`config.mk`:
```
export PLATFORM = sky130hd
export DESIGN_NAME = wasm_instruction_boundary_finder_top
export DESIGN_NICKNAME = d
export VERILOG_FILES = /design/src/wibf_pkg.sv /design/src/wasm_instruction_boundary_finder_top.sv
export SDC_FILE = /design/constraint.sdc
export NUM_CORES = 1
export LEC_CHECK = 0
export ABC_AREA = 1
export BUFFER_PORTS_ARGS = -buffer_cell sky130_fd_sc_hd__buf_2
export CAP_MARGIN = 30
export CORE_AREA = 2 2 142 144
export DETAILED_ROUTE_END_ITERATION = 7
export DIE_AREA = 0 0 144 146
export PLACE_DENSITY = 0.76
export SETUP_SLACK_MARGIN = 0.15
export SLEW_MARGIN = 20
export SYNTH_ARGS = -nofsm -noshare
export SYNTH_HDL_FRONTEND = slang
export SYNTH_SLANG_ARGS = --single-unit
export TNS_END_PERCENT = 5
```
`constraint.sdc`:
```
create_clock -name i_clk -period 5.92 [get_ports i_clk]
set_input_delay 0.592 -clock i_clk [delete_from_list [all_inputs] [get_ports i_clk]]
set_output_delay 0.592 -clock i_clk [all_outputs]
set_load 0.05 [all_outputs]
```
`src/wibf_pkg.sv`:
```
// ============================================================================
// wibf_pkg : WebAssembly instruction boundary finder, shared definitions
// Opcode values, parser phases, error codes and the result record.
// ============================================================================
package wibf_pkg;

    // Deepest block nesting tracked before an overflow error
    localparam int MAX_NESTING = 64;
    localparam int DEPTH_W     = $clog2(MAX_NESTING + 1);
    localparam int MARK_AW     = (MAX_NESTING > 1) ? $clog2(MAX_NESTING) : 1;

    localparam int BYTE_W      = 8;
    localparam int LEB_IDX_W   = 3;
    localparam int COUNT_W     = 32;
    localparam int LEBS_W      = COUNT_W + 1;
    localparam int OUT_DEPTH_W = 7;

    // LEB byte position at which a set continuation bit is an error
    localparam logic [LEB_IDX_W-1:0] LEB_LAST_IDX = 3'd4;

    // Opcodes
    localparam logic [BYTE_W-1:0] OP_END           = 8'h0B;
    localparam logic [BYTE_W-1:0] OP_ELSE          = 8'h05;
    localparam logic [BYTE_W-1:0] OP_BLOCK         = 8'h02;
    localparam logic [BYTE_W-1:0] OP_LOOP          = 8'h03;
    localparam logic [BYTE_W-1:0] OP_IF            = 8'h04;
    localparam logic [BYTE_W-1:0] OP_BR            = 8'h0C;
    localparam logic [BYTE_W-1:0] OP_BR_IF         = 8'h0D;
    localparam logic [BYTE_W-1:0] OP_BR_TBL        = 8'h0E;
    localparam logic [BYTE_W-1:0] OP_CALL          = 8'h10;
    localparam logic [BYTE_W-1:0] OP_CALL_IND      = 8'h11;
    localparam logic [BYTE_W-1:0] RESERVED_BYTE    = 8'h00;
    localparam logic [BYTE_W-1:0] OP_VAR_FIRST     = 8'h20;
    localparam logic [BYTE_W-1:0] OP_VAR_LAST      = 8'h24;
    localparam logic [BYTE_W-1:0] OP_MEM_FIRST     = 8'h28;
    localparam logic [BYTE_W-1:0] OP_MEM_LAST      = 8'h3E;

    // Error codes
    typedef enum logic [1:0] {
        ERR_NONE     = 2'd0,
        ERR_RESERVED = 2'd1,
        ERR_NESTING  = 2'd2,
        ERR_LEB      = 2'd3
    } t_err;

    // Parser phase, one-hot
    typedef enum logic [5:0] {
        PH_OPCODE      = 6'b000001,
        PH_BLOCKTYPE   = 6'b000010,
        PH_SKIP        = 6'b000100,
        PH_COUNT       = 6'b001000,
        PH_CI_LEB      = 6'b010000,
        PH_CI_RESERVED = 6'b100000
    } t_phase;

    typedef struct packed {
        logic                   instruction_done;
        t_err                   error_code;
        logic [OUT_DEPTH_W-1:0] nesting_depth;
    } t_result;

endpackage

```
`src/wasm_instruction_boundary_finder_top.sv`:
```
// ============================================================================
// wasm_instruction_boundary_finder_top : WebAssembly instruction boundaries
// Walks a code stream one byte per item and flags the byte that closes each
// outermost instruction, with block nesting depth and error reporting.
// ============================================================================
//
//  Channel | Direction | Handshake                   | Payload
//  --------+-----------+-----------------------------+---------------------------
//  in      | sink      | i_in_valid / o_in_stall     | i_code_byte[7:0]
//  out     | source    | o_out_valid / i_out_stall   | o_instruction_done,
//          |           |                             | o_error_code[1:0],
//          |           |                             | o_nesting_depth[6:0]
//
//  - One byte accepted per clock while o_in_stall is low; every byte gives exactly one result item.
//  - The parser state and the result (in the output or skid register) are
//    updated at the edge that accepts the byte.
//  - A two-entry output (result register plus skid register) keeps input
//    acceptance going while a result waits; o_in_stall rises only once both
//    hold an item, and comes straight from a flop.
//  - Synchronous active-low reset returns the parser to "expect opcode" at
//    depth zero and empties the output. The if/else marks are not reset:
//    a level's mark is always written when the level opens.
//  - Any error sends the parser back to its reset state; the next byte is
//    taken as an outermost opcode.
//
module wasm_instruction_boundary_finder_top (
    input  logic       i_clk,
    input  logic       i_rst_n,
    input  logic       i_in_valid,
    output logic       o_in_stall,
    input  logic [7:0] i_code_byte,
    output logic       o_out_valid,
    input  logic       i_out_stall,
    output logic       o_instruction_done,
    output logic [1:0] o_error_code,
    output logic [6:0] o_nesting_depth
);

    localparam int DW = wibf_pkg::DEPTH_W;
    localparam int AW = wibf_pkg::MARK_AW;

    // ------------------------------------------------------------------
    // Parser state
    // ------------------------------------------------------------------
    wibf_pkg::t_phase                    r_phase, n_phase;
    logic [wibf_pkg::LEBS_W-1:0]         r_lebs, n_lebs;     // LEBs left to skip
    logic [wibf_pkg::COUNT_W-1:0]        r_acc, n_acc;       // branch table count
    logic [wibf_pkg::LEB_IDX_W-1:0]      r_idx, n_idx;       // byte within LEB
    logic [DW-1:0]                       r_depth, n_depth;

    // If/else marks: one bit per open level. The top level's mark and the
    // one below it are held in flops so that an else or an end never waits
    // on a memory read; the memory is read ahead for the level below top.
    logic                                r_mark_mem [wibf_pkg::MAX_NESTING];
    logic                                r_top_mark, n_top_mark;
    logic                                r_below_mark;
    logic                                mark_we;
    logic [AW-1:0]                       mark_wa;
    logic                                mark_wd;
    logic [AW-1:0]                       mark_ra;

    // Output register and skid register
    logic                                r_out_valid;
    wibf_pkg::t_result                   r_out;
    logic                                r_skid_valid;
    wibf_pkg::t_result                   r_skid;

    logic                                in_accept;
    logic                                out_take;
    wibf_pkg::t_result                   res;

    // Combinational helpers
    logic [7:0]                          b;
    logic                                leb_end;
    logic                                leb_over;
    logic [wibf_pkg::LEB_IDX_W-1:0]      idx_inc;
    logic [4:0]                          shamt;
    logic [wibf_pkg::COUNT_W-1:0]        acc_or;
    logic [wibf_pkg::LEBS_W-1:0]         lebs_dec;
    logic [DW-1:0]                       depth_m1;
    logic [DW-1:0]                       ndepth_m2;
    logic                                depth_open;
    logic                                finished;
    wibf_pkg::t_err                      err;

    assign in_accept  = i_in_valid && !r_skid_valid;
    assign out_take   = r_out_valid && !i_out_stall;
    assign o_in_stall = r_skid_valid;

    assign b        = i_code_byte;
    assign leb_end  = !b[7];
    assign leb_over = b[7] && (r_idx >= wibf_pkg::LEB_LAST_IDX);
    assign idx_inc  = r_idx + 1'b1;
    assign shamt    = {2'b00, r_idx} * 5'd7;
    assign acc_or   = (r_idx <= wibf_pkg::LEB_LAST_IDX)
                      ? (r_acc | (wibf_pkg::COUNT_W'(b[6:0]) << shamt)) : r_acc;
    assign lebs_dec = (r_lebs != '0) ? (r_lebs - 1'b1) : r_lebs;
    assign depth_m1 = r_depth - 1'b1;
    assign depth_open = (r_depth != '0) && (r_depth <= DW'(wibf_pkg::MAX_NESTING));

    // ------------------------------------------------------------------
    // Next-state and result
    // ------------------------------------------------------------------
    always_comb begin
        n_phase    = r_phase;
        n_lebs     = r_lebs;
        n_acc      = r_acc;
        n_idx      = r_idx;
        n_depth    = r_depth;
        n_top_mark = r_top_mark;
        mark_we    = 1'b0;
        mark_wa    = r_depth[AW-1:0];
        mark_wd    = 1'b0;
        finished   = 1'b0;
        err        = wibf_pkg::ERR_NONE;

        unique case (r_phase)
            wibf_pkg::PH_BLOCKTYPE: begin
                n_phase = wibf_pkg::PH_OPCODE;      // block type: single byte
            end
            wibf_pkg::PH_SKIP: begin
                if (leb_over) begin
                    err = wibf_pkg::ERR_LEB;
                end else if (leb_end) begin
                    n_idx  = '0;
                    n_lebs = lebs_dec;
                    if (lebs_dec == '0) begin
                        finished = 1'b1;
                    end
                end else begin
                    n_idx = idx_inc;
                end
            end
            wibf_pkg::PH_COUNT: begin
                n_acc = acc_or;
                if (leb_over) begin
                    err = wibf_pkg::ERR_LEB;
                end else if (leb_end) begin
                    // labels plus the default one
                    n_idx   = '0;
                    n_lebs  = wibf_pkg::LEBS_W'(acc_or) + 1'b1;
                    n_acc   = '0;
                    n_phase = wibf_pkg::PH_SKIP;
                end else begin
                    n_idx = idx_inc;
                end
            end
            wibf_pkg::PH_CI_LEB: begin
                if (leb_over) begin
                    err = wibf_pkg::ERR_LEB;
                end else if (leb_end) begin
                    n_idx   = '0;
                    n_phase = wibf_pkg::PH_CI_RESERVED;
                end else begin
                    n_idx = idx_inc;
                end
            end
            wibf_pkg::PH_CI_RESERVED: begin
                if (b == wibf_pkg::RESERVED_BYTE) begin
                    finished = 1'b1;
                end else begin
                    err = wibf_pkg::ERR_RESERVED;
                end
            end
            default: begin                          // expecting an opcode
                n_phase = wibf_pkg::PH_OPCODE;
                priority if (depth_open && b == wibf_pkg::OP_END) begin
                    n_depth    = depth_m1;
                    n_top_mark = r_below_mark;
                    finished   = 1'b1;
                end else if (depth_open && b == wibf_pkg::OP_ELSE && r_top_mark) begin
                    mark_we    = 1'b1;
                    mark_wa    = depth_m1[AW-1:0];
                    mark_wd    = 1'b0;
                    n_top_mark = 1'b0;
                end else if (b == wibf_pkg::OP_BLOCK || b == wibf_pkg::OP_LOOP ||
                             b == wibf_pkg::OP_IF) begin
                    if (r_depth >= DW'(wibf_pkg::MAX_NESTING)) begin
                        err = wibf_pkg::ERR_NESTING;
                    end else begin
                        mark_we    = 1'b1;
                        mark_wa    = r_depth[AW-1:0];
                        mark_wd    = (b == wibf_pkg::OP_IF);
                        n_top_mark = (b == wibf_pkg::OP_IF);
                        n_depth    = r_depth + 1'b1;
                        n_phase    = wibf_pkg::PH_BLOCKTYPE;
                    end
                end else if (b == wibf_pkg::OP_BR || b == wibf_pkg::OP_BR_IF ||
                             b == wibf_pkg::OP_CALL ||
                             (b >= wibf_pkg::OP_VAR_FIRST && b <= wibf_pkg::OP_VAR_LAST)) begin
                    n_lebs  = wibf_pkg::LEBS_W'(1);
                    n_idx   = '0;
                    n_phase = wibf_pkg::PH_SKIP;
                end else if (b >= wibf_pkg::OP_MEM_FIRST && b <= wibf_pkg::OP_MEM_LAST) begin
                    n_lebs  = wibf_pkg::LEBS_W'(2);     // alignment and offset
                    n_idx   = '0;
                    n_phase = wibf_pkg::PH_SKIP;
                end else if (b == wibf_pkg::OP_BR_TBL) begin
                    n_acc   = '0;
                    n_idx   = '0;
                    n_phase = wibf_pkg::PH_COUNT;
                end else if (b == wibf_pkg::OP_CALL_IND) begin
                    n_idx   = '0;
                    n_phase = wibf_pkg::PH_CI_LEB;
                end else begin
                    finished = 1'b1;
                end
            end
        endcase

        res.instruction_done = 1'b0;
        res.error_code       = err;
        if (err != wibf_pkg::ERR_NONE) begin
            n_phase = wibf_pkg::PH_OPCODE;
            n_lebs  = '0;
            n_acc   = '0;
            n_idx   = '0;
            n_depth = '0;
        end else if (finished) begin
            n_phase = wibf_pkg::PH_OPCODE;
            n_lebs  = '0;
            n_idx   = '0;
            res.instruction_done = (n_depth == '0);
        end
        res.nesting_depth = wibf_pkg::OUT_DEPTH_W'(n_depth);
    end

    // Read ahead the mark of the level that will sit below the top
    assign ndepth_m2 = n_depth - DW'(2);
    assign mark_ra   = (n_depth >= DW'(2)) ? ndepth_m2[AW-1:0] : '0;

    always_ff @(posedge i_clk) begin
        if (in_accept && mark_we) begin
            r_mark_mem[mark_wa] <= mark_wd;
        end
        if (in_accept) begin
            r_below_mark <= r_mark_mem[mark_ra];
            r_top_mark   <= n_top_mark;
            r_lebs       <= n_lebs;
            r_acc        <= n_acc;
        end
    end

    always_ff @(posedge i_clk) begin
        if (!i_rst_n) begin
            r_phase <= wibf_pkg::PH_OPCODE;
            r_idx   <= '0;
            r_depth <= '0;
        end else if (in_accept) begin
            r_phase <= n_phase;
            r_idx   <= n_idx;
            r_depth <= n_depth;
        end
    end

    // ------------------------------------------------------------------
    // Output register with skid
    // ------------------------------------------------------------------
    always_ff @(posedge i_clk) begin
        if (!i_rst_n) begin
            r_out_valid  <= 1'b0;
            r_skid_valid <= 1'b0;
        end else begin
            if (r_skid_valid) begin
                if (out_take) begin
                    r_out_valid  <= 1'b1;
                    r_skid_valid <= 1'b0;
                end
            end else if (in_accept) begin
                if (!r_out_valid || out_take) begin
                    r_out_valid <= 1'b1;
                end else begin
                    r_skid_valid <= 1'b1;
                end
            end else if (out_take) begin
                r_out_valid <= 1'b0;
            end
        end
    end

    always_ff @(posedge i_clk) begin
        if (r_skid_valid) begin
            if (out_take) begin
                r_out <= r_skid;
            end
        end else if (in_accept) begin
            if (!r_out_valid || out_take) begin
                r_out <= res;
            end else begin
                r_skid <= res;
            end
        end
    end

    assign o_out_valid        = r_out_valid;
    assign o_instruction_done = r_out.instruction_done;
    assign o_error_code       = r_out.error_code;
    assign o_nesting_depth    = r_out.nesting_depth;

endmodule

```
* After elaboration in Yosys (flattened, before gate mapping)
Memories as Yosys holds them, arrays and structs flattened. A register that Yosys moved wholly into a read port is not among the register bits.
Index checks and enable logic that the tools add are counted.
** Cells by class
- Bitwise operators :: 4
- Multiplexer cells :: 108
- Equality and inequality tests :: 40
- Shift operators :: 1
- Add/sub/neg operators :: 6
- Multiply operators :: 1
- Div/mod/pow operators :: 0
- $lt $le $gt $ge :: 9
- Reduce and logical (&&, ||, !) cells :: 48
** Operators with widths (count)
- 33-bit 2-to-1 mux :: 10
- 32-bit 2-to-1 mux :: 9
- 33-bit one-hot mux with 3 select lines :: 1
- 6-bit 2-to-1 mux :: 13
- 32-bit one-hot mux with 2 select lines :: 1
- 7-bit 2-to-1 mux :: 6
- 10-bit 2-to-1 mux :: 4
- 1-bit 2-to-1 mux :: 39
- 32-bit by 1-bit adder with 33-bit output (second input constant) :: 1
- 33-bit zero test :: 1
- 3-bit 2-to-1 mux :: 11
- 33-bit nonzero test :: 1
- 33-bit by 1-bit subtractor with 33-bit output (second input constant) :: 1
- 8-bit by 4-bit == test with 1-bit output (second input constant) :: 4
- 32-bit bitwise OR :: 1
- 7-bit by 5-bit << shifter with 32-bit output :: 1
- 3-bit by 1-bit inequality test with 1-bit output (second input constant) :: 8
- 4-bit inequality test (second input constant) :: 6
- 6-bit one-hot mux with 4 select lines :: 1
- 5-bit 2-to-1 mux :: 4
- 8-bit by 2-bit == test with 1-bit output (second input constant) :: 2
- 8-bit by 3-bit == test with 1-bit output (second input constant) :: 2
- 8-bit by 5-bit == test with 1-bit output (second input constant) :: 2
- 8-bit by 6-bit greater-or-equal comparator with 1-bit output (second input constant) :: 2
- other kinds (46) :: 86
** Word-level totals
- Bits in registers :: 104
- Memories kept :: 1
- Input bits :: 12
- Output and inout port bits :: 12
- Latch bits :: 0
- RAM bits :: 64
- Word-level logic and storage cells :: 232
- ROM bits :: 0
** Memory list
- r_mark_mem :: words 64, bits a word 1, rd ports 1, clocked after memory_dff 1, write ports 1, line wasm_instruction_boundary_finder_top.sv:54 : logic r_mark_mem [wibf_pkg::MAX_NESTING];

* Depth between registers and ports, before layout
Gate-level depths: netlist (run 1).
- Depth in word-level cells :: 14
- Gate-level depth with buffers :: 26
- Gate-level depth less buffers :: 25

* Worst setup path before layout (run 1)
OpenSTA, ideal clock, no wires.
- Path type :: register to register
- From :: register r_lebs[0] (netlist name)
- To :: register r_lebs[0] (netlist name) (enable)
- Buffers on the path :: 1
- Setup time :: 0.434 ns
- Clock period less this slack :: 4.339 ns
- Required time :: 5.486 ns
- Cell stages (with the launch flop) :: 18
- Arrival time :: 3.905 ns
- Slack :: 1.581 ns
- Path through :: edfxtp_1 inv_1 ha_1 inv_1 nor3_1 nand4_2 buf_2 nand2_1 inv_1 nor3_1 nand3_1 nor2_1 nand3_1 nand3_1 nand2_1 nand2_1 inv_1 a21oi_1
** On the way
- Word-level cells in the longest chain between the ends :: 9
- Elaborated cells between the ends (all ways) :: 18
- Classes of those cells :: 1 x add/sub; 8 x eq/ne; 5 x mux; 4 x reduce/logical
** Ends and longest elaborated chain
- from (decl) :: line wasm_instruction_boundary_finder_top.sv:46 : logic [wibf_pkg::LEBS_W-1:0] r_lebs, n_lebs;
- from (signal assigned) :: line wasm_instruction_boundary_finder_top.sv:239 : r_lebs <= n_lebs;
- 33-bit by 1-bit subtractor with 33-bit output or 33-bit nonzero test (tied branches) :: line wasm_instruction_boundary_finder_top.sv:97 : assign lebs_dec = (r_lebs != '0) ? (r_lebs - 1'b1) : r_lebs;
- 33-bit 2-to-1 mux (*) :: line wasm_instruction_boundary_finder_top.sv:97
- 33-bit zero test (*) :: line wasm_instruction_boundary_finder_top.sv:127 : if (lebs_dec == '0) begin
- 1-bit 2-to-1 mux (*) :: line wasm_instruction_boundary_finder_top.sv:127
- 1-bit 2-to-1 mux (*) :: line wasm_instruction_boundary_finder_top.sv:124 : end else if (leb_end) begin
- 1-bit 2-to-1 mux (*) :: line wasm_instruction_boundary_finder_top.sv:122 : if (leb_over) begin
- 1-bit one-hot mux with 3 select lines (*) :: line wasm_instruction_boundary_finder_top.sv:117 : unique case (r_phase)
- 5-bit by 2-bit inequality test with 1-bit output (no line), or another cell as far along
- 10-bit AND reduction (no line) (*)
Every way passes the cells marked *; elsewhere a longest branch is shown, timed or not.
A chain may end at the register's enable or synchronous reset.

* Worst setup path after layout (run 1)
- From :: register r_idx[0] (netlist name)
- To :: register r_lebs[30] (netlist name) (data pin)
** On the way
- Word-level cells in the longest chain between the ends :: 8
- Elaborated cells between the ends (all ways) :: 17
- Classes of those cells :: 1 x add/sub; 1 x mul; 2 x order compare; 1 x shift; 8 x mux; 1 x bitwise; 3 x reduce/logical
** Ends and longest elaborated chain
- from (decl) :: line wasm_instruction_boundary_finder_top.sv:48 : logic [wibf_pkg::LEB_IDX_W-1:0] r_idx, n_idx;
- from (signal assigned) :: line wasm_instruction_boundary_finder_top.sv:251 : r_idx <= n_idx;
- 3-bit by 3-bit multiplier with 5-bit output :: line wasm_instruction_boundary_finder_top.sv:94 : assign shamt = {2'b00, r_idx} * 5'd7;
- 7-bit by 5-bit << shifter with 32-bit output :: line wasm_instruction_boundary_finder_top.sv:96 : ? (r_acc | (wibf_pkg::COUNT_W'(b[6:0]) << shamt)) : r_acc;
- 32-bit bitwise OR :: line wasm_instruction_boundary_finder_top.sv:96
- 32-bit 2-to-1 mux :: line wasm_instruction_boundary_finder_top.sv:96
- 32-bit by 1-bit adder with 33-bit output :: line wasm_instruction_boundary_finder_top.sv:141 : n_lebs = wibf_pkg::LEBS_W'(acc_or) + 1'b1;
- 33-bit 2-to-1 mux :: line wasm_instruction_boundary_finder_top.sv:138 : end else if (leb_end) begin
- 33-bit 2-to-1 mux :: line wasm_instruction_boundary_finder_top.sv:136 : if (leb_over) begin
- 33-bit one-hot mux with 3 select lines :: line wasm_instruction_boundary_finder_top.sv:117
Several ways; a longest one is shown, not always the timed one. The select of a mux whose other input is x is not followed.

==> results of run 1 <==
-- Yosys cell counts (all sizes together) (14+ instances only) --
master,n
nand2,321
nor2,278
inv,204
nand3,154
edfxtp,151
o21ai,91
a21oi,58
buf,26
nand4,26
xor2,24
xnor2,20
clkbuf,18
dfxtp,18
or2,18
nor4,15
nand3b,14
nor3,14
-- cell families after synthesis --
group | after synthesis | synth area share (%)
multiplexers | 2 | 0.173
XOR/XNOR | 44 | 3.49
AO/OA/AOI/OAI | 196 | 9.95
AND/OR/NAND/NOR | 842 | 33.7
flip-flops | 169 | 42.3
adder cells (fa/ha/maj) | 12 | 1.43
buffers and inverters | 250 | 8.87
-- worst min-delay path, stage by stage --
cell and delay, ns:
buf_2 0.10, o21ai_0 0.08, a21oi_1 0.13
-- power by group through the flow --
stage	logic, W	clock network (W)	registers (W)
after detailed placement	0.000726	0	0.00141
after CTS	0.000733	0.00114	0.00138
after global placement	0.000719	0	0.00141
after global routing	0.000826	0.00119	0.00139
final	0.000750	0.00114	0.00138
after floorplan	0.000548	0	0.00142
-- layout make-up --
| cell class | count | area [um^2] |
|---|---|---|
| inverter | 206 | 776 |
| clock inverter | 15 | 196 |
| multi-input combinational | 1096 | 5670 |
| sequential | 169 | 4890 |
| timing repair buffer | 33 | 230 |
| fill | 1639 | 6810 |
| clock buffer | 17 | 425 |
| tap | 265 | 332 |
-- sequential cells by signal, indices dropped and copies added (netlist names) --
register / flops
r_lebs: 33
r_top_mark: 1
r_phase: 6
r_acc: 32
r_idx: 3
r_depth: 7
o_in_stall: 1
r_skid: 10
r_below_mark: 1
o_nesting_depth: 7
o_instruction_done: 1
o_error_code: 2
o_out_valid: 1
r_mark_mem: 64
-- worst paths after layout --
check | startpoint | cells after the start | to | slack (ns)
max | r_idx[0]$_SDFFE_PN0P_ | 19 | r_lebs[30]$_SDFFCE_PP0P_ | 1.20
max reg2reg | r_idx[0]$_SDFFE_PN0P_ | 19 | r_lebs[30]$_SDFFCE_PP0P_ | 1.20
min reg2reg | r_skid[7]$_DFFE_PP_ | 2 | o_error_code[0]$_DFFE_PP_ | 0.53
min | i_out_stall | 3 | o_in_stall$_SDFF_PN0_ | 0.50
-- stage by stage --
step           worst slack, ns  std cells  hold WS, ns  power (W)  area [um^2]
2_1_floorplan             1.58       1515        0.487    0.00196        11600
5_1_grt                  0.810       1801        0.537    0.00340        12500
3_3_place_gp              1.35       1766        0.502    0.00213        11800
3_5_place_dp              1.24       1767        0.509    0.00214        11800
4_1_cts                   1.24       1799        0.515    0.00326        12500
6_report                  1.20       1801        0.503    0.00327        12500
-- cell usage in the layout, fill, tap and decap left out, drive strengths merged --
| cell | synthesis | final |
|---|---|---|
| a21boi | 2 | 2 |
| a21o | 5 | 5 |
| a21oi | 58 | 58 |
| a22oi | 2 | 2 |
| a31oi | 7 | 7 |
| and2 | 2 | 2 |
| buf | 26 | 33 |
| clkbuf | 18 | 17 |
| clkinv | 2 | 9 |
| clkinvlp | 0 | 2 |
| dfxtp | 18 | 18 |
| edfxtp | 151 | 151 |
| fa | 2 | 2 |
| ha | 10 | 10 |
| inv | 204 | 210 |
| mux2i | 2 | 2 |
| nand2 | 321 | 321 |
| nand3 | 154 | 154 |
| nand3b | 14 | 14 |
| nand4 | 26 | 26 |
| nor2 | 278 | 278 |
| nor3 | 14 | 14 |
| nor4 | 15 | 15 |
| o2111ai | 11 | 11 |
| o211ai | 2 | 2 |
| o21a | 2 | 2 |
| o21ai | 91 | 91 |
| o21bai | 2 | 2 |
| o221ai | 1 | 1 |
| o22ai | 11 | 11 |
| o31ai | 2 | 2 |
| or2 | 18 | 18 |
| xnor2 | 20 | 20 |
| xor2 | 24 | 24 |
-- layer usage --
layer / global-route usage [%] / routed length, um
met5: 0 / 0
met2: 49.7 / 14900
met3: 3.42 / 1810
met1: 38.2 / 12700
met4: 14.4 / 1220
==> metrics.md, run 1 <==
| Metric | Value |
|---|---|
| Hpwl dp | 22,900 um |
| Clock power share | 34.8% |
| Area leader, netlist | edfxtp_1 |
| Power Internal | 0.00212 W |
| Critical Path RT | 6.09 ns |
| Antenna violations before repair | 0 |
| Post-synth EDFFs | 151 |
| Largest net degree at the start of global routing | 65 |
| RSZ-0062 raised after global routing | no |
| Die height | 146 um |
| Post-route minimum period | 4.72 ns |
| Grt total ovfl | 0 |
| Root Buffer Master | clkbuf_16 |
| Total CTS buffers | 17 |
| WL per Instance | 17.0 um |
| Peak VDD IR | 0.000197 V |
| # setup viols final | 0 |
| Yosys top cell area share | 39.2% |
| Synth top area cells | edfxtp_1, nand2_1, nor2_1, inv_1, nand3_1 |
| Synth Warn # | 0 |
| Via count | 10,400 |
| Worst path cell trace | fa_1 > ha_1 > fa_1 > xnor2_4 > inv_2 > nor2_2 > inv_2 > o21bai_1 > ha_1 > nand2_1 > nor2_1 > nand2_1 > nor2_1 > inv_1 > nor2_1 > nand4_1 > or2_2 > nand3_1 > a21oi_1 |
| Pre-Repair DR Iteration Count | 6 |
| Detail Route Antenna Nets | 0 |
| Post-synth top flop | edfxtp_1 |
| Layout cells sized above 1 | 10.8% |
| CP arrival | 4.90 ns |
| Total negative setup slack | 0 ns |
| Die width | 144 um |
| CP peak stage delay | 0.73 ns |
| Count of different cell masters after synthesis | 59 |
| Max-Slew Margin vs Limit | 44.2% |
| Status | complete, no violations |
| Nets@finish | 1,547 |
| Synthesized area per cell | 7.63 um^2 |
| Core Footprint | 19,300 um^2 |
| Register area share after synthesis | 42.3% |
| Syn Inst Count | 1,515 |
| Wire length after detailed routing | 30,700 um |
| Asr flop ratio synth | 0% |
| Clk_lat worst skew | 0.44 ns |
| Post-synthesis register bit count | 169 |
| CTS H-tree lvls | 4 |
| Kind of start point of the critical path | register |
| Final Hold Vio Count | 0 |
| Number of global-route vias before repair | 9,875 |
| CP Max Fanout | 19 |
| First-pass GRT wire length | 49,100 um |
| Resize count post-CTS | 0 |
| Slew Viols, Final | 0 |
| Placer Congestion | 1.01 |
| Die area | 21,000 um^2 |
| Number of remaining DRC errors | 0 |
| CTS Buffer Depth | 2 |
| # IOs | 24 |
| Hold_buf cts | 0 |
| Most prevalent standard cell on the critical path | nor2_1 |
| MaxCap Viol Count | 0 |
| Worst-margin pin slew | 0.837 ns |
| Sequential power share | 42.3% |
| Post-layout util | 64.8% |
| PD cells | 261 nW/um^2 |
| Switching Share | 35.0% |
| Clock skew | 0.0156 ns |
| CTS tree | built |
| Number of core rows | 51 |
| Initial Util | 59.8% |
| Crit path kind | reg -> reg |
| CTS clk-pin slew, worst paths | 0.08 ns |
| Max frequency | 212 MHz |
| Final Cycle Share | 79.8% |
| Area grow syn2layout | 8.31% |
| Starting DRT DRC Count | 1,170 |
| Vias per cell | 5.78 |
| P_leak | 5.17 nW |
| Syn Std Cell Area | 11,600 um^2 |
| Global-route usage over all layers | 29.7% |
| # clock sinks | 169 |
| Port Buffers | 23 |
| Worst Hold Class | in -> reg |
| CP top delay family | simple AND/OR/NAND/NOR gates |
| Post-Syn Nets | 1,539 |
| Combinational power share | 22.9% |
| Diode count | 0 |
| Net Sw Power | 0.00115 W |
| Setup bufs post-CTS | 0 |
| Critical path endpoint category | register |
| CP bufs+invs | 3 |
| Critical-path top delay cell | dfxtp_1 |
(Power assumes the default switching activity.)
==> inputs of run 2 (changes only) <==
- clock period: 5.92 -> 4.55 ns (I/O delays scaled with it)
==> run 2 against run 1 <==
Compared with the run above:
- setup slack worse by 0.87 ns
- die area stayed put
- critical path depth stayed put
- via count is 1.0% lower
- clock power is 26% higher
- count of clock-buffer cells in the layout stayed put
- hold slack worse by 0.13 ns
- wire length is 1.2% lower
- total power is 29% higher
- global-route usage is 0.095 points higher
- non-clock buffer count is 12 higher
- design area is 0.43% higher
- critical endpoint is now r_lebs[27]$_SDFFCE_PP0P_
- highest routed layer unchanged
==> metrics.md, run 2 (synthesized netlist as in run 1, its figures left out) <==
| Metric | Value |
|---|---|
| WL per Instance | 16.7 um (-1.9%) |
| MaxCap Viol Count | 0 (unchanged) |
| Largest register FFs | 64 (unchanged) |
| Starting DRT DRC Count | 1,393 (+19%) |
| R2R depth | 19 (unchanged) |
| Post-layout util | 65.1% (+0.28 points) |
| Post-route minimum period | 4.23 ns (-0.498 ns) |
| CP arrival | 4.39 ns (-0.51 ns) |
| Slew Viols, Final | 0 (unchanged) |
| Final Cycle Share | 92.9% (+13 points) |
| Placer Congestion | 0.977 (-3.2%) |
| Layout cells sized above 1 | 11.5% (+0.69 points) |
| # clock sinks | 169 (unchanged) |
| Multi-input combinational cell area | 5680 um^2 (+0.11%) |
| Nets@finish | 1,559 (+0.78%) |
| Flop-to-flop setup slack | 0.32 ns (-0.87 ns) |
| Via count | 10,300 (-1.0%) |
| FF-to-FF End | r_lebs[27]$_SDFFCE_PP0P_ |
| Clock skew | 0.0152 ns (-0.000358 ns) |
| CTS Buffer Depth | 2 (unchanged) |
| # setup viols final | 0 (unchanged) |
| Reg2reg start | r_idx[1]$_SDFFE_PN0P_ |
| Worst-margin pin slew | 0.861 ns (+0.0249 ns) |
| Number of global-route vias before repair | 9,667 (-2.1%) |
| Total CTS buffers | 17 (unchanged) |
| HP Start | i_out_stall |
| Peak VDD IR | 0.000289 V (+47%) |
| Wire length after detailed routing | 30,300 um (-1.2%) |
| Vias per cell | 5.69 (-1.7%) |
| Hold Crit Endpoint | o_in_stall$_SDFF_PN0_ |
| Antenna violations before repair | 0 (unchanged) |
| Global-route usage over all layers | 29.8% (+0.095 points) |
| PD cells | 336 nW/um^2 (+29%) |
| Max frequency | 237 MHz (+12%) |
| Die height | 146 um (unchanged) |
| Seq. cell area | 4890 um^2 (unchanged) |
| Crit path kind | reg -> reg |
| Diode count | 0 (unchanged) |
| Post-Layout Cell Count | 1,813 (+0.67%) |
| Clock power share | 34.0% (-0.8 points) |
| Final Hold Vio Count | 0 (unchanged) |
| Core Footprint | 19,300 um^2 (unchanged) |
| Worst hold path depth | 3 (unchanged) |
| Most frequent cells in the layout | nand2_1, nor2_1, inv_1 |
| Total negative setup slack | 0 ns (unchanged) |
| Placed Cells | 1,780 (+0.74%) |
| Number of remaining DRC errors | 0 (unchanged) |
| First-pass GRT wire length | 49,400 um (+0.59%) |
| Number of core rows | 51 (unchanged) |
| # IOs | 24 (unchanged) |
| Largest net degree at the start of global routing | 65 (unchanged) |
| CP Max Fanout | 14 (-5) |
| RSZ-0062 raised after global routing | yes |
| Hold Slack | 0.373 ns (-0.130 ns) |
| CTS H-tree lvls | 4 (unchanged) |
| Sequential power share | 42.4% (about the same) |
| Largest registers | r_mark_mem (64), r_lebs (33), r_acc (32) |
| Worst Hold Class | in -> reg |
| Biggest register | r_mark_mem |
| Hpwl dp | 22,400 um (-2.2%) |
| Grt total ovfl | 0 (unchanged) |
| Max-Slew Margin vs Limit | 42.5% (-1.7 points) |
| Fill cells | 1,712 (+4.5%) |
| Setup bufs post-CTS | 0 (unchanged) |
| Critical path endpoint category | register |
| CTS tree | built |
| Status | complete, no violations |
| Die width | 144 um (unchanged) |
| Area grow syn2layout | 8.78% |
| Switching Share | 34.6% (-0.44 points) |
| Die area | 21,000 um^2 (unchanged) |
| Combinational power share | 23.6% (+0.7 points) |
| Critical Path RT | 4.71 ns (-1.38 ns) |
| Power Internal | 0.00277 W (+30%) |
| Root Buffer Master | clkbuf_16 |
| Commonest non-fill, non-tap cell in the layout | nand2_1 |
| Initial Util | 59.8% (unchanged) |
| Port Buffers | 23 (unchanged) |
| CTS clk-pin slew, worst paths | 0.07 ns (about the same) |
| Clk_lat worst skew | 0.44 ns (about the same) |
| Net Sw Power | 0.00146 W (+28%) |
| Pre-Repair DR Iteration Count | 6 (unchanged) |
| P_leak | 5.21 nW (+0.84%) |
| Detail Route Antenna Nets | 0 (unchanged) |
| Kind of start point of the critical path | register |
==> run 2: worst max-delay path, stage by stage (launching register included) <==
cell,delay (ns)
dfxtp_1,0.40
fa_1,0.44
ha_1,0.22
fa_1,0.45
xnor2_4,0.29
inv_2,0.08
nor2_2,0.15
inv_2,0.15
o21bai_1,0.22
inv_1,0.12
nor3_4,0.26
nand4_2,0.21
nor2_2,0.18
nand2_2,0.10
nor3_2,0.19
nand2_1,0.14
inv_2,0.09
nand3_1,0.07
nand3_1,0.12
a21oi_2,0.07
==> run 2: metrics by stage <==
stage / worst slack (ns) / area, um^2 / power [W]
4_1_cts: 0.344 / 12500 / 0.00422
6_report: 0.324 / 12600 / 0.00423
3_5_place_dp: 0.342 / 12000 / 0.00281
2_1_floorplan: 0.211 / 11600 / 0.00256
5_1_grt: 0.0426 / 12600 / 0.00441
3_3_place_gp: 0.462 / 12000 / 0.00279
==> run 2: layer usage <==
metal  GRT usage, %  up-vias  part of all wire, %
met1           40.8     4774                   43
met2           47.8      383                   47
li1               -     5086                    -
met5              0        -                    0
met4           12.0        0                  3.3
met3           4.21       68                  6.3
==> run 2: cell type report <==
class                      instances  share of cell area, %
clock buffer                      17                   3.38
clock inverter                    15                   1.28
tap                              265                   2.64
multi-input combinational       1096                   45.1
inverter                         206                   6.17
timing repair buffer              45                   2.49
sequential                       169                   38.9
==> run 2: worst max path at each step <==
stage	from	to	slack, ns
CTS	r_idx[1]$_SDFFE_PN0P_	r_lebs[31]$_SDFFCE_PP0P_	0.34
global placement	r_idx[1]$_SDFFE_PN0P_	r_lebs[31]$_SDFFCE_PP0P_	0.46
finish	r_idx[1]$_SDFFE_PN0P_	r_lebs[27]$_SDFFCE_PP0P_	0.32
detailed placement	r_idx[1]$_SDFFE_PN0P_	r_lebs[31]$_SDFFCE_PP0P_	0.34
global route	r_idx[1]$_SDFFE_PN0P_	r_lebs[27]$_SDFFCE_PP0P_	0.04
floorplan	r_lebs[0]$_SDFFCE_PP0P_	r_lebs[0]$_SDFFCE_PP0P_	0.21
==> run 2: power groups by stage <==
stage               combinational (W)  sequential (W)  clock, W
global placement             0.000965         0.00183         0
global route                  0.00110         0.00180   0.00150
finish                       0.000999         0.00180   0.00144
detailed placement           0.000980         0.00183         0
floorplan                    0.000713         0.00184         0
CTS                          0.000985         0.00179   0.00144
==> run 2: timing repair <==
| item | in CTS | in global routing |
|---|---|---|
| hold buffers | 0 | 0 |
| setup endpoints to repair | 0 | 10 |
| resized for setup | 0 | 1 |
==> inputs of run 3 (changes only) <==
==> constraint.sdc (replaced) <==
create_clock -name i_clk -period 4.7 [get_ports i_clk]
set_input_delay 0.94 -clock i_clk [delete_from_list [all_inputs] [get_ports i_clk]]
set_output_delay 0.94 -clock i_clk [all_outputs]
set_load 0.05 [all_outputs]
==> run 3 against run 2 <==
Compared with the run above:
- setup slack gained 0.12 ns
- wire length grew 3.0%
- cell count shrank 0.22%
- register-to-register slack improved by 0.12 ns
- design area down 0.22%
- critical endpoint unchanged
- clock skew down 0.0020 ns
- sequential power shrank 3%
- hold slack improved by 0.16 ns
- critical path type unchanged
- critical path depth unchanged
- first-iteration DRC count decreased by 21%
- maximum frequency down 0.67%
- count of clock-buffer cells in the layout is the same
==> metrics.md, run 3 (synthesized netlist as in run 1, its figures left out) <==
| Metric | Value |
|---|---|
| Status | complete, no violations |
| Flop-to-flop setup slack | 0.45 ns (+0.12 ns) |
| Antenna violations before repair | 0 (unchanged) |
| # IOs | 24 (unchanged) |
| R2R depth | 19 (unchanged) |
| Global-route usage over all layers | 30.7% (+0.91 points) |
| P_leak | 5.20 nW (-0.25%) |
| Wire length after detailed routing | 31,200 um (+3.0%) |
| Top sig layer | met4 |
| Detail Route Antenna Nets | 0 (unchanged) |
| Metal-1 WL | 12,900 um (-2.3%) |
| Setup bufs post-CTS | 0 (unchanged) |
| Core Footprint | 19,300 um^2 (unchanged) |
| PD cells | 328 nW/um^2 (-2.5%) |
| Resize count post-CTS | 0 (unchanged) |
| Worst-margin pin slew | 0.759 ns (-0.102 ns) |
| CTS clk-pin slew, worst paths | 0.07 ns (about the same) |
| Hold_buf cts | 0 (unchanged) |
| CTS Buffer Depth | 2 (unchanged) |
| MaxCap Viol Count | 0 (unchanged) |
| CTS tree | built |
| Number of global-route vias before repair | 9,930 (+2.7%) |
| Switching Share | 35.0% (+0.43 points) |
| Grt total ovfl | 0 (unchanged) |
| Die width | 144 um (unchanged) |
| Largest register FFs | 64 (unchanged) |
| # setup viols final | 0 (unchanged) |
| Placer Congestion | 0.971 (-0.66%) |
| Reg2reg start | r_idx[1]$_SDFFE_PN0P_ |
| HP Start | r_skid[3]$_DFFE_PP_ |
| First-pass GRT wire length | 50,600 um (+2.3%) |
| Worst Hold Class | reg -> reg |
| CP Max Fanout | 14 (unchanged) |
| Clock skew | 0.0132 ns (-0.00198 ns) |
| Hold Slack | 0.530 ns (+0.157 ns) |
| Diode count | 0 (unchanged) |
| Die area | 21,000 um^2 (unchanged) |
| Clock power share | 34.7% (+0.7 points) |
| Total negative setup slack | 0 ns (unchanged) |
| Area grow syn2layout | 8.54% |
| Peak VDD IR | 0.000278 V (-4.0%) |
| Critical Path RT | 4.89 ns (+0.18 ns) |
| Root Buffer Master | clkbuf_16 |
| Hold Crit Endpoint | o_nesting_depth[3]$_DFFE_PP_ |
| Kind of start point of the critical path | register |
| # clock sinks | 169 (unchanged) |
| Clk_lat worst skew | 0.45 ns (about the same) |
| WL per Instance | 17.3 um (+3.2%) |
| RSZ-0062 raised after global routing | no |
| Final Cycle Share | 90.5% (-2.4 points) |
| Sequential power share | 42.3% (about the same) |
| Slew Viols, Final | 0 (unchanged) |
| Largest net degree at the start of global routing | 65 (unchanged) |
| Met3 routed WL | 1940 um (+2.4%) |
| Final Hold Vio Count | 0 (unchanged) |
| Nets@finish | 1,555 (-0.26%) |
| Initial Util | 59.8% (unchanged) |
| FF-to-FF End | r_lebs[27]$_SDFFCE_PP0P_ |
| Pre-Repair DR Iteration Count | 6 (unchanged) |
| Biggest register | r_mark_mem |
| Port Buffers | 23 (unchanged) |
| Via count | 10,400 (+1.3%) |
| Net Sw Power | 0.00144 W (-1.5%) |
| Crit path kind | reg -> reg |
| Post-route minimum period | 4.25 ns (+0.0287 ns) |
| Combinational power share | 23.0% (-0.6 points) |
| Critical path endpoint category | register |
| Vias per cell | 5.78 (+1.5%) |
| Largest registers | r_mark_mem (64), r_lebs (33), r_acc (32) |
| Most frequent cells in the layout | nand2_1, nor2_1, inv_1 |
| CP arrival | 4.44 ns (+0.05 ns) |
| Total CTS buffers | 17 (unchanged) |
| CTS H-tree lvls | 4 (unchanged) |
| Max-Slew Margin vs Limit | 48.9% (+6.4 points) |
| Starting DRT DRC Count | 1,100 (-21%) |
| Die height | 146 um (unchanged) |
| Number of core rows | 51 (unchanged) |
| Max frequency | 235 MHz (-0.67%) |
| Number of remaining DRC errors | 0 (unchanged) |
| Layout cells sized above 1 | 11.2% (-0.29 points) |
| Commonest non-fill, non-tap cell in the layout | nand2_1 |
| Hpwl dp | 22,900 um (+2.4%) |
| Met2 WL | 15,200 um (+6.3%) |
| Worst hold path depth | 2 (-1) |
| Power Internal | 0.00268 W (-3.3%) |
[run 3: layout make-up]
type | count | area (um^2)
Fill cell | 1664 | 6780
Multi-Input combinational cell | 1096 | 5670
Sequential cell | 169 | 4890
Inverter | 206 | 776
Clock buffer | 17 | 425
Tap cell | 265 | 332
Timing Repair Buffer | 41 | 274
Clock inverter | 15 | 179
[run 3: worst max-delay path by stage]
stage,startpoint,end,cells after the start
after CTS,r_idx[1]$_SDFFE_PN0P_,r_lebs[27]$_SDFFCE_PP0P_,19
after global placement,i_code_byte[7],r_below_mark$_DFFE_PP_,24
after global routing,r_depth[0]$_SDFFE_PN0P_,r_below_mark$_DFFE_PP_,23
after floorplan,i_code_byte[7],r_mark_mem[0]$_DFFE_PP_,5
final,r_idx[1]$_SDFFE_PN0P_,r_lebs[27]$_SDFFCE_PP0P_,19
after detailed placement,i_code_byte[7],r_below_mark$_DFFE_PP_,22
[run 3: worst max-delay path, cell delays in order, from the launching register on]
cell and delay (ns):
dfxtp_1 0.40, fa_1 0.44, ha_1 0.22, fa_1 0.45
xnor2_4 0.28, inv_2 0.08, nor2_2 0.15, inv_2 0.15
o21bai_1 0.23, inv_1 0.12, nor3_4 0.25, nand4_2 0.22
nor2_2 0.20, nand2_2 0.10, nor3_2 0.17, nand2_1 0.15
inv_2 0.09, nand3_1 0.07, nand3_1 0.18, a21oi_2 0.06
[run 3: metal layers]
layer / track usage (%) / vias to the layer above
li1: - / 5066
met1: 39.2 / 4842
met2: 51.6 / 446
met3: 5.23 / 93
met4: 12.6 / 0
met5: 0 / -
[run 3: power by group through the flow]
stage / clock network [W] / registers, W / logic [W]
after floorplan: 0 / 0.00178 / 0.000690
after global placement: 0 / 0.00177 / 0.000911
after detailed placement: 0 / 0.00177 / 0.000926
after CTS: 0.00143 / 0.00174 / 0.000933
after global routing: 0.00149 / 0.00174 / 0.00104
final: 0.00143 / 0.00174 / 0.000948
[run 3: through the flow]
stage | total power (W) | instance area [um^2] | util, % | instances | setup slack, ns
6_report | 0.00412 | 12600 | 64.9 | 1809 | 0.445
5_1_grt | 0.00428 | 12600 | 64.9 | 1809 | 0.184
4_1_cts | 0.00410 | 12500 | 64.8 | 1808 | 0.551
3_5_place_dp | 0.00270 | 11900 | 61.6 | 1776 | 0.336
3_3_place_gp | 0.00268 | 11900 | 61.6 | 1775 | 0.444
2_1_floorplan | 0.00247 | 11600 | - | 1515 | 0.216
